==> config.mk <==
export PLATFORM = sky130hd
export DESIGN_NAME = robot_mode_decision_fsm_flat
export DESIGN_NICKNAME = d
export VERILOG_FILES = /design/src/design/rmdf_pkg.sv /design/src/design/rmdf_if.sv /design/src/design/robot_mode_decision_fsm.sv /design/src/flat_wrapper.sv
export SDC_FILE = /design/constraint.sdc
export NUM_CORES = 1
export LEC_CHECK = 0
export ABC_AREA = 1
export BUFFER_PORTS_ARGS = -buffer_cell sky130_fd_sc_hd__clkbuf_2
export CAP_MARGIN = 30
export CELL_PAD_IN_SITES_DETAIL_PLACEMENT = 2
export CELL_PAD_IN_SITES_GLOBAL_PLACEMENT = 2
export CORE_AREA = 2 2 171 173
export CTS_CLUSTER_SIZE = 28
export DETAILED_ROUTE_END_ITERATION = 10
export DIE_AREA = 0 0 173 175
export PLACE_DENSITY_LB_ADDON = 0.05
export SYNTH_ARGS = -nofsm -noshare
export SYNTH_HDL_FRONTEND = slang
export SYNTH_SLANG_ARGS = --single-unit
==> constraint.sdc <==
create_clock -name clk -period 11.5 [get_ports clk]
set_input_delay 2.3 -clock clk [delete_from_list [all_inputs] [get_ports clk]]
set_output_delay 2.3 -clock clk [all_outputs]
set_load 0.02 [all_outputs]
==> src/design/rmdf_pkg.sv <==
// Mode decision package: mode and reason codes, payload structs, helpers.
// No dependencies; used by the channel interfaces and the top level.
`timescale 1ns / 1ps

package rmdf_pkg;

  // Mode codes
  localparam logic [2:0] M_WAITHOME = 3'd0;
  localparam logic [2:0] M_WAITHP   = 3'd1;
  localparam logic [2:0] M_GOHOME   = 3'd2;
  localparam logic [2:0] M_GOCENTER = 3'd3;
  localparam logic [2:0] M_HOLD     = 3'd4;
  localparam logic [2:0] M_REPOS    = 3'd5;
  localparam logic [2:0] M_ENGAGE   = 3'd6;

  // Reason codes
  localparam logic [4:0] R_NONE           = 5'd0;
  localparam logic [4:0] R_GAME_INACTIVE  = 5'd1;
  localparam logic [4:0] R_HOME_INACTIVE  = 5'd2;
  localparam logic [4:0] R_LOW_HP_HOME    = 5'd3;
  localparam logic [4:0] R_RECOVERING     = 5'd4;
  localparam logic [4:0] R_HOME_FOR_HP    = 5'd5;
  localparam logic [4:0] R_LOW_HP         = 5'd6;
  localparam logic [4:0] R_RECOVERED      = 5'd7;
  localparam logic [4:0] R_WAIT_HP        = 5'd8;
  localparam logic [4:0] R_GAME_STARTED   = 5'd9;
  localparam logic [4:0] R_CENTER_REACHED = 5'd10;
  localparam logic [4:0] R_COMBAT_OFF     = 5'd11;
  localparam logic [4:0] R_HOLD_NO_COMBAT = 5'd12;
  localparam logic [4:0] R_SUPPRESSED     = 5'd13;
  localparam logic [4:0] R_REPOSITIONING  = 5'd14;
  localparam logic [4:0] R_REPOS_HOLD     = 5'd15;
  localparam logic [4:0] R_ENGAGE         = 5'd16;
  localparam logic [4:0] R_ENGAGING       = 5'd17;
  localparam logic [4:0] R_ENGAGE_HOLD    = 5'd18;
  localparam logic [4:0] R_CALM_HOLD      = 5'd19;
  localparam logic [4:0] R_HOLDING        = 5'd20;

  // Event and combat codes
  localparam logic [1:0] TGT_HOME      = 2'd0;
  localparam logic [1:0] TGT_CENTER    = 2'd1;
  localparam logic [1:0] EV_SUCCEEDED  = 2'd0;
  localparam logic [1:0] ENG_ENGAGING  = 2'd1;
  localparam logic [1:0] ENG_SUPPRESSED = 2'd2;

  // Configuration register indexes
  localparam logic [2:0] CFG_HP_LOW      = 3'd0;
  localparam logic [2:0] CFG_HP_HIGH     = 3'd1;
  localparam logic [2:0] CFG_COMBAT_EN   = 3'd2;
  localparam logic [2:0] CFG_REPOS_GRACE = 3'd3;
  localparam logic [2:0] CFG_REPOS_HOLD  = 3'd4;
  localparam logic [2:0] CFG_ENGAGE_HOLD = 3'd5;

  localparam int CFG_IDX_W  = 3;
  localparam int CFG_DATA_W = 16;

  typedef struct packed {
    logic        hp_valid;
    logic [15:0] hp_level;
    logic        match_running;
    logic        event_valid;
    logic [1:0]  event_target;
    logic [1:0]  event_kind;
    logic        combat_valid;
    logic [1:0]  engagement;
    logic [31:0] now_ms;
  } in_item_t;

  typedef struct packed {
    logic [2:0] prev_mode;
    logic [2:0] new_mode;
    logic       mode_changed;
    logic [4:0] reason_code;
    logic       recovering;
  } out_item_t;

  function automatic logic is_center(input logic [2:0] m);
    is_center = m inside {M_HOLD, M_REPOS, M_ENGAGE};
  endfunction

endpackage

==> src/design/rmdf_if.sv <==
// Valid/ready channel interfaces for decision ticks and decision results.
// Depends on rmdf_pkg for the payload structs.
`timescale 1ns / 1ps

interface rmdf_in_if import rmdf_pkg::*; ();
  logic     valid;
  logic     ready;
  in_item_t data;

  modport source (output valid, output data, input ready);
  modport sink (input valid, input data, output ready);
endinterface

interface rmdf_out_if import rmdf_pkg::*; ();
  logic      valid;
  logic      ready;
  out_item_t data;

  modport source (output valid, output data, input ready);
  modport sink (input valid, input data, output ready);
endinterface

==> src/design/robot_mode_decision_fsm.sv <==
// Robot mode decision block: one decision per tick, low-health hysteresis.
// Depends on rmdf_pkg and the channel interfaces in rmdf_if.sv.
//
// Usage:
//   in_ch carries one decision tick per transfer (health, game flag, executor
//   event, combat status, timestamp). out_ch carries one result per tick:
//   previous and new mode, changed flag, reason code and recovery flag.
//   cfg_we/cfg_idx/cfg_wdata write the thresholds, combat enable and the
//   hold/grace times; write them only while no tick is in flight.
// Result: registered on the input transfer, valid in the following cycle.
// Throughput: one tick per cycle while results are taken. The rule logic reads
//   the mode state and the tick directly and updates state and the result
//   register at once, so the next tick sees the updated mode.
// Stall: in_ch.ready is high while the result register is empty or being
//   taken; a stalled result holds and blocks only new ticks.
// Reset (rst_n low, synchronous): mode wait-home, recovery clear, entry time
//   zero, registers back to defaults, result register empty.
`timescale 1ns / 1ps

module robot_mode_decision_fsm import rmdf_pkg::*; (
  input  logic                  clk,
  input  logic                  rst_n,
  rmdf_in_if.sink               in_ch,
  rmdf_out_if.source            out_ch,
  input  logic                  cfg_we,
  input  logic [CFG_IDX_W-1:0]  cfg_idx,
  input  logic [CFG_DATA_W-1:0] cfg_wdata
);

  logic [15:0] hp_low_r, hp_high_r, grace_r, repos_hold_r, engage_hold_r;
  logic        combat_en_r;

  logic [2:0]  mode_r, mode_nxt;
  logic        rec_r, rec_nxt;
  logic [31:0] ent_r, ent_nxt;
  logic        out_valid_r;
  out_item_t   out_data_r;

  logic        acc;
  logic        home_ok, center_ok;
  logic [31:0] held;
  logic        repos_grace;
  logic        enter_center;
  logic [4:0]  reason;
  in_item_t    d;

  assign d            = in_ch.data;
  assign in_ch.ready  = !out_valid_r || out_ch.ready;
  assign acc          = in_ch.valid && in_ch.ready;
  assign out_ch.valid = out_valid_r;
  assign out_ch.data  = out_data_r;

  assign home_ok   = d.event_valid && d.event_target == TGT_HOME &&
                     d.event_kind == EV_SUCCEEDED;
  assign center_ok = d.event_valid && d.event_target == TGT_CENTER &&
                     d.event_kind == EV_SUCCEEDED;
  assign held        = d.now_ms - ent_r;
  assign repos_grace = mode_r == M_REPOS && held < {16'd0, grace_r};

  // Recovery hysteresis: clear test first, then set test
  always_comb begin
    rec_nxt = rec_r;
    if (d.hp_valid) begin
      if (rec_r && d.hp_level >= hp_high_r) begin
        rec_nxt = 1'b0;
      end else if (!rec_r && d.hp_level < hp_low_r) begin
        rec_nxt = 1'b1;
      end
    end
  end

  // Ordered rule chain
  always_comb begin
    mode_nxt = mode_r;
    reason   = R_NONE;
    if (!d.match_running) begin
      reason = R_GAME_INACTIVE;
      case (mode_r)
        M_WAITHOME: mode_nxt = M_WAITHOME;
        M_WAITHP:   mode_nxt = M_WAITHOME;
        M_GOHOME: begin
          if (home_ok) begin
            mode_nxt = M_WAITHOME;
            reason   = R_HOME_INACTIVE;
          end
        end
        default:    mode_nxt = M_GOHOME;
      endcase
    end else if (rec_nxt && mode_r == M_WAITHOME) begin
      mode_nxt = M_WAITHP;
      reason   = R_LOW_HP_HOME;
    end else if (rec_nxt && mode_r == M_WAITHP) begin
      reason = R_RECOVERING;
    end else if (rec_nxt && mode_r == M_GOHOME) begin
      if (home_ok) begin
        mode_nxt = M_WAITHP;
        reason   = R_HOME_FOR_HP;
      end else begin
        reason = R_RECOVERING;
      end
    end else if (rec_nxt && !repos_grace) begin
      mode_nxt = M_GOHOME;
      reason   = R_LOW_HP;
    end else if (mode_r == M_WAITHP || mode_r == M_GOHOME) begin
      mode_nxt = M_GOCENTER;
      reason   = R_RECOVERED;
    end else if (mode_r == M_WAITHOME) begin
      if (d.hp_valid) begin
        mode_nxt = M_GOCENTER;
        reason   = R_GAME_STARTED;
      end else begin
        reason = R_WAIT_HP;
      end
    end else if (mode_r == M_GOCENTER && center_ok) begin
      mode_nxt = M_HOLD;
      reason   = R_CENTER_REACHED;
    end else if (is_center(mode_r)) begin
      if (!combat_en_r || !d.combat_valid) begin
        mode_nxt = M_HOLD;
        reason   = (mode_r != M_HOLD) ? R_COMBAT_OFF : R_HOLD_NO_COMBAT;
      end else if (d.engagement == ENG_SUPPRESSED) begin
        mode_nxt = M_REPOS;
        reason   = (mode_r != M_REPOS) ? R_SUPPRESSED : R_REPOSITIONING;
      end else if (mode_r == M_REPOS && held < {16'd0, repos_hold_r}) begin
        reason = R_REPOS_HOLD;
      end else if (d.engagement == ENG_ENGAGING) begin
        mode_nxt = M_ENGAGE;
        reason   = (mode_r != M_ENGAGE) ? R_ENGAGE : R_ENGAGING;
      end else if (mode_r == M_ENGAGE && held < {16'd0, engage_hold_r}) begin
        reason = R_ENGAGE_HOLD;
      end else begin
        mode_nxt = M_HOLD;
        reason   = (mode_r != M_HOLD) ? R_CALM_HOLD : R_HOLDING;
      end
    end
  end

  assign enter_center = is_center(mode_nxt) && mode_nxt != mode_r;
  assign ent_nxt      = enter_center ? d.now_ms : ent_r;

  always_ff @(posedge clk) begin
    if (!rst_n) begin
      mode_r      <= M_WAITHOME;
      rec_r       <= 1'b0;
      ent_r       <= '0;
      out_valid_r <= 1'b0;
    end else begin
      if (acc) begin
        mode_r      <= mode_nxt;
        rec_r       <= rec_nxt;
        ent_r       <= ent_nxt;
        out_valid_r <= 1'b1;
      end else if (out_ch.ready) begin
        out_valid_r <= 1'b0;
      end
    end
  end

  always_ff @(posedge clk) begin
    if (acc) begin
      out_data_r.prev_mode    <= mode_r;
      out_data_r.new_mode     <= mode_nxt;
      out_data_r.mode_changed <= mode_nxt != mode_r;
      out_data_r.reason_code  <= reason;
      out_data_r.recovering   <= rec_nxt;
    end
  end

  always_ff @(posedge clk) begin
    if (!rst_n) begin
      hp_low_r      <= 16'd100;
      hp_high_r     <= 16'd200;
      combat_en_r   <= 1'b1;
      grace_r       <= 16'd1000;
      repos_hold_r  <= 16'd1000;
      engage_hold_r <= 16'd1000;
    end else if (cfg_we) begin
      case (cfg_idx)
        CFG_HP_LOW:      hp_low_r      <= cfg_wdata;
        CFG_HP_HIGH:     hp_high_r     <= cfg_wdata;
        CFG_COMBAT_EN:   combat_en_r   <= cfg_wdata[0];
        CFG_REPOS_GRACE: grace_r       <= cfg_wdata;
        CFG_REPOS_HOLD:  repos_hold_r  <= cfg_wdata;
        CFG_ENGAGE_HOLD: engage_hold_r <= cfg_wdata;
        default: ;
      endcase
    end
  end

  // Result register follows the state it reports
  a_result_tracks_state: assert property (@(posedge clk) disable iff (!rst_n)
    acc |=> out_valid_r && out_data_r.new_mode == mode_r &&
            out_data_r.recovering == rec_r)
    else $error("result does not match updated state");

  a_changed_flag: assert property (@(posedge clk) disable iff (!rst_n)
    out_valid_r |-> out_data_r.mode_changed ==
                    (out_data_r.prev_mode != out_data_r.new_mode))
    else $error("mode_changed inconsistent with modes");

  a_entry_time: assert property (@(posedge clk) disable iff (!rst_n)
    acc && enter_center |=> ent_r == $past(d.now_ms))
    else $error("center entry time not captured");

  a_rec_hold: assert property (@(posedge clk) disable iff (!rst_n)
    acc && !d.hp_valid |=> rec_r == $past(rec_r))
    else $error("recovery flag changed without health reading");

  a_no_accept_stalled: assert property (@(posedge clk) disable iff (!rst_n)
    !acc && !out_ch.ready |=> $stable(mode_r) && $stable(ent_r))
    else $error("state moved without a transfer");

endmodule
==> src/flat_wrapper.sv <==
// flat-port wrapper written by rule: the top's interface ports become plain ports
module robot_mode_decision_fsm_flat import rmdf_pkg::*;
  (clk, rst_n, cfg_we, cfg_idx, cfg_wdata, in_ch_valid, in_ch_data, in_ch_ready, out_ch_valid, out_ch_data, out_ch_ready);
  rmdf_in_if in_ch_i ();
  rmdf_out_if out_ch_i ();
  input  logic clk;
  input  logic rst_n;
  input  logic cfg_we;
  input  logic [CFG_IDX_W-1:0] cfg_idx;
  input  logic [CFG_DATA_W-1:0] cfg_wdata;
  input wire logic [$bits(in_ch_i.valid)-1:0] in_ch_valid;
  input wire logic [$bits(in_ch_i.data)-1:0] in_ch_data;
  output wire logic [$bits(in_ch_i.ready)-1:0] in_ch_ready;
  output wire logic [$bits(out_ch_i.valid)-1:0] out_ch_valid;
  output wire logic [$bits(out_ch_i.data)-1:0] out_ch_data;
  input wire logic [$bits(out_ch_i.ready)-1:0] out_ch_ready;
  assign in_ch_i.valid = in_ch_valid;
  assign in_ch_i.data = in_ch_data;
  assign in_ch_ready = in_ch_i.ready;
  assign out_ch_valid = out_ch_i.valid;
  assign out_ch_data = out_ch_i.data;
  assign out_ch_i.ready = out_ch_ready;
  robot_mode_decision_fsm u_core (.clk(clk), .rst_n(rst_n), .in_ch(in_ch_i), .out_ch(out_ch_i), .cfg_we(cfg_we), .cfg_idx(cfg_idx), .cfg_wdata(cfg_wdata));
endmodule
# After elaboration in Yosys (flattened, before gate mapping)
# Cells that the tools add are included.
[op_classes]
shifts = 0
add_sub_neg = 1
reduce_logical = 39
muxes = 45
magnitude_cmp = 5
n_mul = 0
bitwise_logic = 0
n_div = 0
n_eq_ne = 21
[ops]
columns = ["cell", "n"]
rows = [
  ["< comparator 32 x 16 -> 1 bit", 3],
  ["two-way mux 5 bit", 15],
  ["two-way mux 3 bit", 19],
  ["subtractor 32 bit", 1],
  ["equality test 3 bit, second input constant", 8],
  [">= comparator 16 bit", 1],
  ["logical AND 1 bit", 16],
  ["< comparator 16 bit", 1],
  ["AND reduction 2 bit", 7],
  ["equality test 3 x 2 -> 1 bit, second input constant", 4],
  ["!= test 3 bit, second input constant", 3],
  ["two-way mux 1 bit", 8],
  ["equality test 3 x 1 -> 1 bit, second input constant", 2],
  ["zero test 3 bit", 2],
  ["case mux 3 bit (2 select lines)", 1],
  ["nonzero test 3 bit", 2],
  ["zero test 1 bit", 5],
  ["equality test 2 x 1 -> 1 bit, second input constant", 2],
  ["zero test 2 bit", 2],
  ["two-way mux 2 bit", 2],
  ["logical OR 1 bit", 3],
  ["!= test 3 bit", 1],
  ["equality test 2 bit, second input constant", 1],
  ["nonzero test 2 bit", 1],
  ["OR reduction 2 bit", 1],
]
[totals]
memories = 0
ram_bits = 0
regBits = 131
rom_bits = 0
input_bits = 82
word_cells = 126
out_inout_bits = 15
latchBits = 0

# Depth between registers and ports, before layout
[logic_depth]
ltp_word = 21
mapped_depth = 34
ltp_nobuf = 32

# Least setup slack after synthesis
# Ideal clock, no wire load.
[synth_path]
path_kind = "input port to flip-flop"
from = "in in_ch_data[0]"
to = "reg u_core.ent_r[31]"
path_buffers = 1
arrival_time_ps = 5362
required_time_ps = 11387
path_stages = 25
setup_slack_ps = 6024
setup_ps = 113
path_cell_list = "inv_1 ha_1 fa_1 inv_1 nand3_1 nand3_1 xor2_1 ha_1 nand2_1 nor2_1 a211oi_1 o221ai_1 a21oi_1 nand4_1 nand2_2 inv_2 nor2_1 nand2_1 nand2_1 nand2_2 a21oi_4 buf_2 nand3_1 nand2_1 nor2_1"
[synth_via]
elab_chain_cells = 21
word_cells_on_any_way = 30
classes_between = "add/sub (1); order compare (3); eq/ne (4); mux (14); reduce/logical (8)"
[synth_lines]
columns = ["element", "line_no", "source"]
rows = [
  ["start: declaration", "flat_wrapper.sv:12", "input wire logic [$bits(in_ch_i.data)-1:0] in_ch_data;"],
  ["subtractor 32 bit *", "robot_mode_decision_fsm.sv:57", "assign held = d.now_ms - ent_r;"],
  ["< comparator 32 x 16 -> 1 bit", "robot_mode_decision_fsm.sv:129", "end else if (mode_r == M_ENGAGE && held < {16'd0, engage_hold_r}) begin"],
  ["logical AND 1 bit", "robot_mode_decision_fsm.sv:129", ""],
  ["two-way mux 3 bit", "robot_mode_decision_fsm.sv:129", ""],
  ["two-way mux 3 bit", "robot_mode_decision_fsm.sv:126", "end else if (d.engagement == ENG_ENGAGING) begin"],
  ["two-way mux 3 bit", "robot_mode_decision_fsm.sv:124", "end else if (mode_r == M_REPOS && held < {16'd0, repos_hold_r}) begin"],
  ["two-way mux 3 bit", "robot_mode_decision_fsm.sv:121", "end else if (d.engagement == ENG_SUPPRESSED) begin"],
  ["two-way mux 3 bit", "robot_mode_decision_fsm.sv:118", "if (!combat_en_r || !d.combat_valid) begin"],
  ["[... 6 more ...]", "--", ""],
  ["two-way mux 3 bit *", "robot_mode_decision_fsm.sv:92", "end else if (rec_nxt && mode_r == M_WAITHP) begin"],
  ["two-way mux 3 bit *", "robot_mode_decision_fsm.sv:89", "end else if (rec_nxt && mode_r == M_WAITHOME) begin"],
  ["two-way mux 3 bit *", "robot_mode_decision_fsm.sv:76", "if (!d.match_running) begin"],
  ["named net u_core.mode_nxt[1]", "robot_mode_decision_fsm.sv:33", "logic [2:0] mode_r, mode_nxt;"],
  ["equality test 3 bit", "rmdf_pkg.sv:78", "is_center = m inside {M_HOLD, M_REPOS, M_ENGAGE};"],
  ["nonzero test 3 bit", "rmdf_pkg.sv:78", ""],
  ["logical AND 1 bit *", "robot_mode_decision_fsm.sv:138", "assign enter_center = is_center(mode_nxt) && mode_nxt != mode_r;"],
  ["AND reduction 2 bit (no source line) *", "--", ""],
  ["end signal: assignment", "robot_mode_decision_fsm.sv:151", "ent_r <= ent_nxt;"],
  ["end: declaration", "robot_mode_decision_fsm.sv:35", "logic [31:0] ent_r, ent_nxt;"],
]
# The timed path passes the listed nets; every way through them passes the cells marked *.
# A chain may end at the register's enable or synchronous reset.

# Final worst setup path
[layout_path]
from = "in in_ch_data[0]"
to = "reg u_core.ent_r[0]"
[layout_via]
elab_chain_cells = 21
word_cells_on_any_way = 30
classes_between = "add/sub (1); order compare (3); eq/ne (4); mux (14); reduce/logical (8)"
[layout_lines]
columns = ["element", "line_no", "source"]
rows = [
  ["subtractor 32 bit", "robot_mode_decision_fsm.sv:57", ""],
  ["< comparator 32 x 16 -> 1 bit", "robot_mode_decision_fsm.sv:129", ""],
  ["logical AND 1 bit", "robot_mode_decision_fsm.sv:129", ""],
  ["two-way mux 3 bit", "robot_mode_decision_fsm.sv:129", ""],
  ["two-way mux 3 bit", "robot_mode_decision_fsm.sv:126", ""],
  ["two-way mux 3 bit", "robot_mode_decision_fsm.sv:124", ""],
  ["two-way mux 3 bit", "robot_mode_decision_fsm.sv:121", ""],
  ["two-way mux 3 bit", "robot_mode_decision_fsm.sv:118", ""],
  ["[... 5 more ...]", "--", ""],
  ["two-way mux 3 bit", "robot_mode_decision_fsm.sv:94", "end else if (rec_nxt && mode_r == M_GOHOME) begin"],
  ["two-way mux 3 bit", "robot_mode_decision_fsm.sv:92", ""],
  ["two-way mux 3 bit", "robot_mode_decision_fsm.sv:89", ""],
  ["two-way mux 3 bit", "robot_mode_decision_fsm.sv:76", ""],
  ["equality test 3 bit", "rmdf_pkg.sv:78", ""],
  ["nonzero test 3 bit", "rmdf_pkg.sv:78", ""],
  ["logical AND 1 bit", "robot_mode_decision_fsm.sv:138", ""],
  ["AND reduction 2 bit (no source line)", "--", ""],
]
# Parallel ways exist; a longest one is shown, timed or not.

==> results.md <==
* Design Area, Final at 0.0112 mm²
* CP bufs+invs at 5
* Setup bufs post-CTS at 0
* First-pass DRT Iterations at 4
* TritonCTS clock tree: yes
* Routed len/inst at 16.6 µm
* Clock power frac at 0.439
* H-tree depth at 4
* Met3 Resource Use GR at 0.0296
* Synthesized instance count at 1529
* Synth top area share at 0.241
* Sw Share at 0.315
* Placer Congestion at 0.861
* Post-Place Cells at 1979
* Overflow after GRT at 0
* PortBufs at 96
* Min-delay worst type: reg2reg
* CTS sink cnt at 131
* # DRC at 0
* Setup tns final at 0 ns
* Sequential Power Share at 0.350
* Pint at 0.948 mW
* Cell mode on critical path: nand2_1
* # setup viols final at 0
* Leak at 5.81 nW
* Tightest Pin Transition at 0.838 ns
* NumNets Final at 1804
* Crit path DAT at 6.94 ns
* Crit share post-route at 0.576
* Worst R2R Setup Slack at 6.49 ns
* Share of layout cells above drive strength 1 at 0.104
* Main synth FF type: dfxtp_1
* Final HPWL DP at 26100 µm
* Max cap viols at 0
* Max-slew headroom at 0.441
* Largest family of logic cells by synthesized area: simple AND/OR/NAND/NOR gates
* Worst endpoint required time at 11.82 ns
* Gate power share at 0.211
* Post-synthesis xor/xnor area fraction at 0.0143
* Via count at 9959
* Iter 0 DRT Violations at 321
* Critical Path Stages at 30
* Fin. max-slew vios at 0
* Hold Vio Cnt, Final at 0
* Initial antenna violation count at 0
* CTS Root Cell: clkbuf_16
* Synth Area per Inst at 6.41 µm²
* Hold path cells at 2
* Psw at 0.437 mW
* Largest net degree at the start of global routing at 81
* Register area share after synthesis at 0.281
* Worst-path clk slew at 0.07 ns
* Die H at 175 µm
* Outcome: completed
* RR Startpoint: u_core.ent_r[6]
* Warnings from Yosys at 0
* CP delay by family, top: simple AND/OR/NAND/NOR gates
* Met2 usage in global routing at 0.420
* Adder-cell share of the synthesized area at 0.139
* Post-Syn Nets at 1719
* Pwr Density at 123 mW/mm²
* Layer with the highest usage: met2
* Master of the slowest instance on the critical path: buf_4
* Inserted Clock Buffers at 17
* Die Wd at 173 µm
* Clk Latency, worst-skew pair at 0.44 ns
* Total GRT Usage at 0.228
* Vias in the first global route at 10900
* Final cell count without fillers at 2010
* Die area at 0.0303 mm²
* Area leader, netlist: dfxtp_1
* I/O pin cnt at 97
* Post-DRT Antenna Nets at 0
* Resize count post-CTS at 0
* CTS Hold Buffers Added at 0
* Async S/R FF share, synth at 0
* R2r worst-path depth at 29
* Global-route wire length before repair at 55800 µm
* Final core occ at 0.396
* Synthesized area at 0.00980 mm²
* Worst Setup SP: in_ch_data[0]
* Max incr delay on CP at 0.55 ns
* Placement Cell Area at 0.0106 mm²
* Mux share of post-synthesis cell area at 0
* Post-synth EDFFs at 13
* Compound-gate portion of the synthesized area at 0.152
* Layout Skew at 0.0139 ns
* Syn-to-layout area delta at 14.8%
* Min-delay src: u_core.hp_low_r[4]
* Final WL at 33300 µm
* Critical Path Fanout Max at 65
* Deepest clock path buffer count at 2
* RSZ-0062 raised after global routing: no
* Antenna Cells at 0
* GRT met1 Usage at 0.278
* Placement Setup Slack at 4.47 ns
* Tmin final at 6.62 ns
* Vias per cell at 4.95
* Crit path kind: in2reg
* Initial core utilization at 0.345
* # fillers at 3610
* Peak VDD IR at 86.0 µV
* Register bit total from synthesis at 131
* Fmax at 0.151 GHz
* Num rows at 62
* CP endpoint kind: flip-flop
* Cell variety after synth at 42
* Ranking of synthesized cells by area: dfxtp_1 (24%), nand2_1 (15%), ha_1 (14%)
* Reg2reg end: u_core.ent_r[0]
* Worst Hold Path EP: u_core.hp_low_r[4]
* Core ar. at 0.0284 mm²
* Critical Path Source Type: primary input
* Post-Synth Simple-Gate Area at 0.270
* Final WS setup at 4.88 ns
==> cell type report <==
class                      count  area (µm²)  share of cell area
timing repair buffer         102         528              0.0469
sequential                   131        2750               0.245
multi-input combinational   1037        5640               0.501
clock inverter                11         174              0.0155
tap                          384         480              0.0427
inverter                     325        1220               0.108
clock buffer                  20         457              0.0406
==> logic make-up (layout without fill, tap and decap cells) <==
group | count (synthesis) | after routing
AO/OA/AOI/OAI | 268 | 268
XOR/XNOR | 16 | 16
adder cells (fa/ha/maj) | 108 | 108
buffers and inverters | 361 | 458
flip-flops | 131 | 131
AND/OR/NAND/NOR | 645 | 645
==> stage by stage <==
step / hold slack [ns] / power (mW)
after floorplan: 0.406 / 0.696
after global placement: 0.449 / 0.771
after detailed placement: 0.456 / 0.787
after CTS: 0.467 / 1.40
after global routing: 0.486 / 1.46
final: 0.465 / 1.38
==> worst min-delay path: cells and delay by family (launching register included) <==
family | cells | cell delay [ns]
compound gates | 1 | 0.06
flops | 1 | 0.30
buf+inv | 1 | 0.06
==> power by group through the flow <==
stage	clock network [mW]	registers, mW	logic, mW
after floorplan	0	0.498	0.198
after global placement	0	0.494	0.277
after detailed placement	0	0.495	0.292
after CTS	0.620	0.485	0.297
after global routing	0.641	0.486	0.336
final	0.608	0.485	0.292
==> worst max-delay path by stage <==
stage	end
after global routing	u_core.ent_r[0]
after CTS	u_core.ent_r[0]
final	u_core.ent_r[0]
after floorplan	u_core.ent_r[31]
after global placement	u_core.ent_r[4]
after detailed placement	u_core.ent_r[14]
==> cells in the final DEF (no fill, tap or decap), types with 2 or more instances in the layout <==
cell type  synthesis  final
bufinv_16          0      4
a211oi_1           7      7
clkbuf_2           0     95
nand3_2            2      2
o211ai_1          23     23
a21o_1             3      3
inv_1            316    316
o21bai_1           3      3
nand2_4            2      2
dfxtp_1          118    118
clkbuf_16          0     17
nor2_1           123    123
clkinv_4           0      2
ha_1             107    107
o21ai_0           77     77
nand2_1          402    401
a21oi_2            9      9
a21oi_1          140    140
nand4_1           14     14
nand3b_1           3      3
clkinv_1           2      2
nand3_1           68     68
buf_4              1      7
edfxtp_1          13     13
inv_6              0      2
xor2_1            15     15
inv_2              7      7
nor2_2             5      5
nor3_1            13     13
nand2_2            9     10
clkbuf_8           0      2
==> Yosys cell counts (5+ instances only) <==
cell type,n
nor3_1,13
a21oi_1,140
a21oi_2,9
o21ai_0,77
nor2_1,123
inv_2,7
nor2_2,5
inv_1,316
edfxtp_1,13
a211oi_1,7
nand2_1,402
o211ai_1,23
clkbuf_1,20
nand3_1,68
buf_2,6
nand2_2,9
ha_1,107
dfxtp_1,118
nand4_1,14
xor2_1,15
buf_6,5
==> sequential cells by signal, summed over array words and instances (netlist names) <==
register              count
u_core.combat_en_r        1
u_core.engage_hold_r     16
u_core.ent_r             32
u_core.grace_r           16
u_core.hp_high_r         16
u_core.hp_low_r          16
u_core.mode_r             3
u_core.out_ch.data       13
u_core.out_ch.valid       1
u_core.rec_r              1
u_core.repos_hold_r      16
==> per-layer routing <==
metal,vias up,share of wire
met5,-,0
met4,0,0.015
met3,31,0.023
met2,111,0.51
met1,4829,0.46
li1,4988,-
Power figures use the tool's default switching activity.
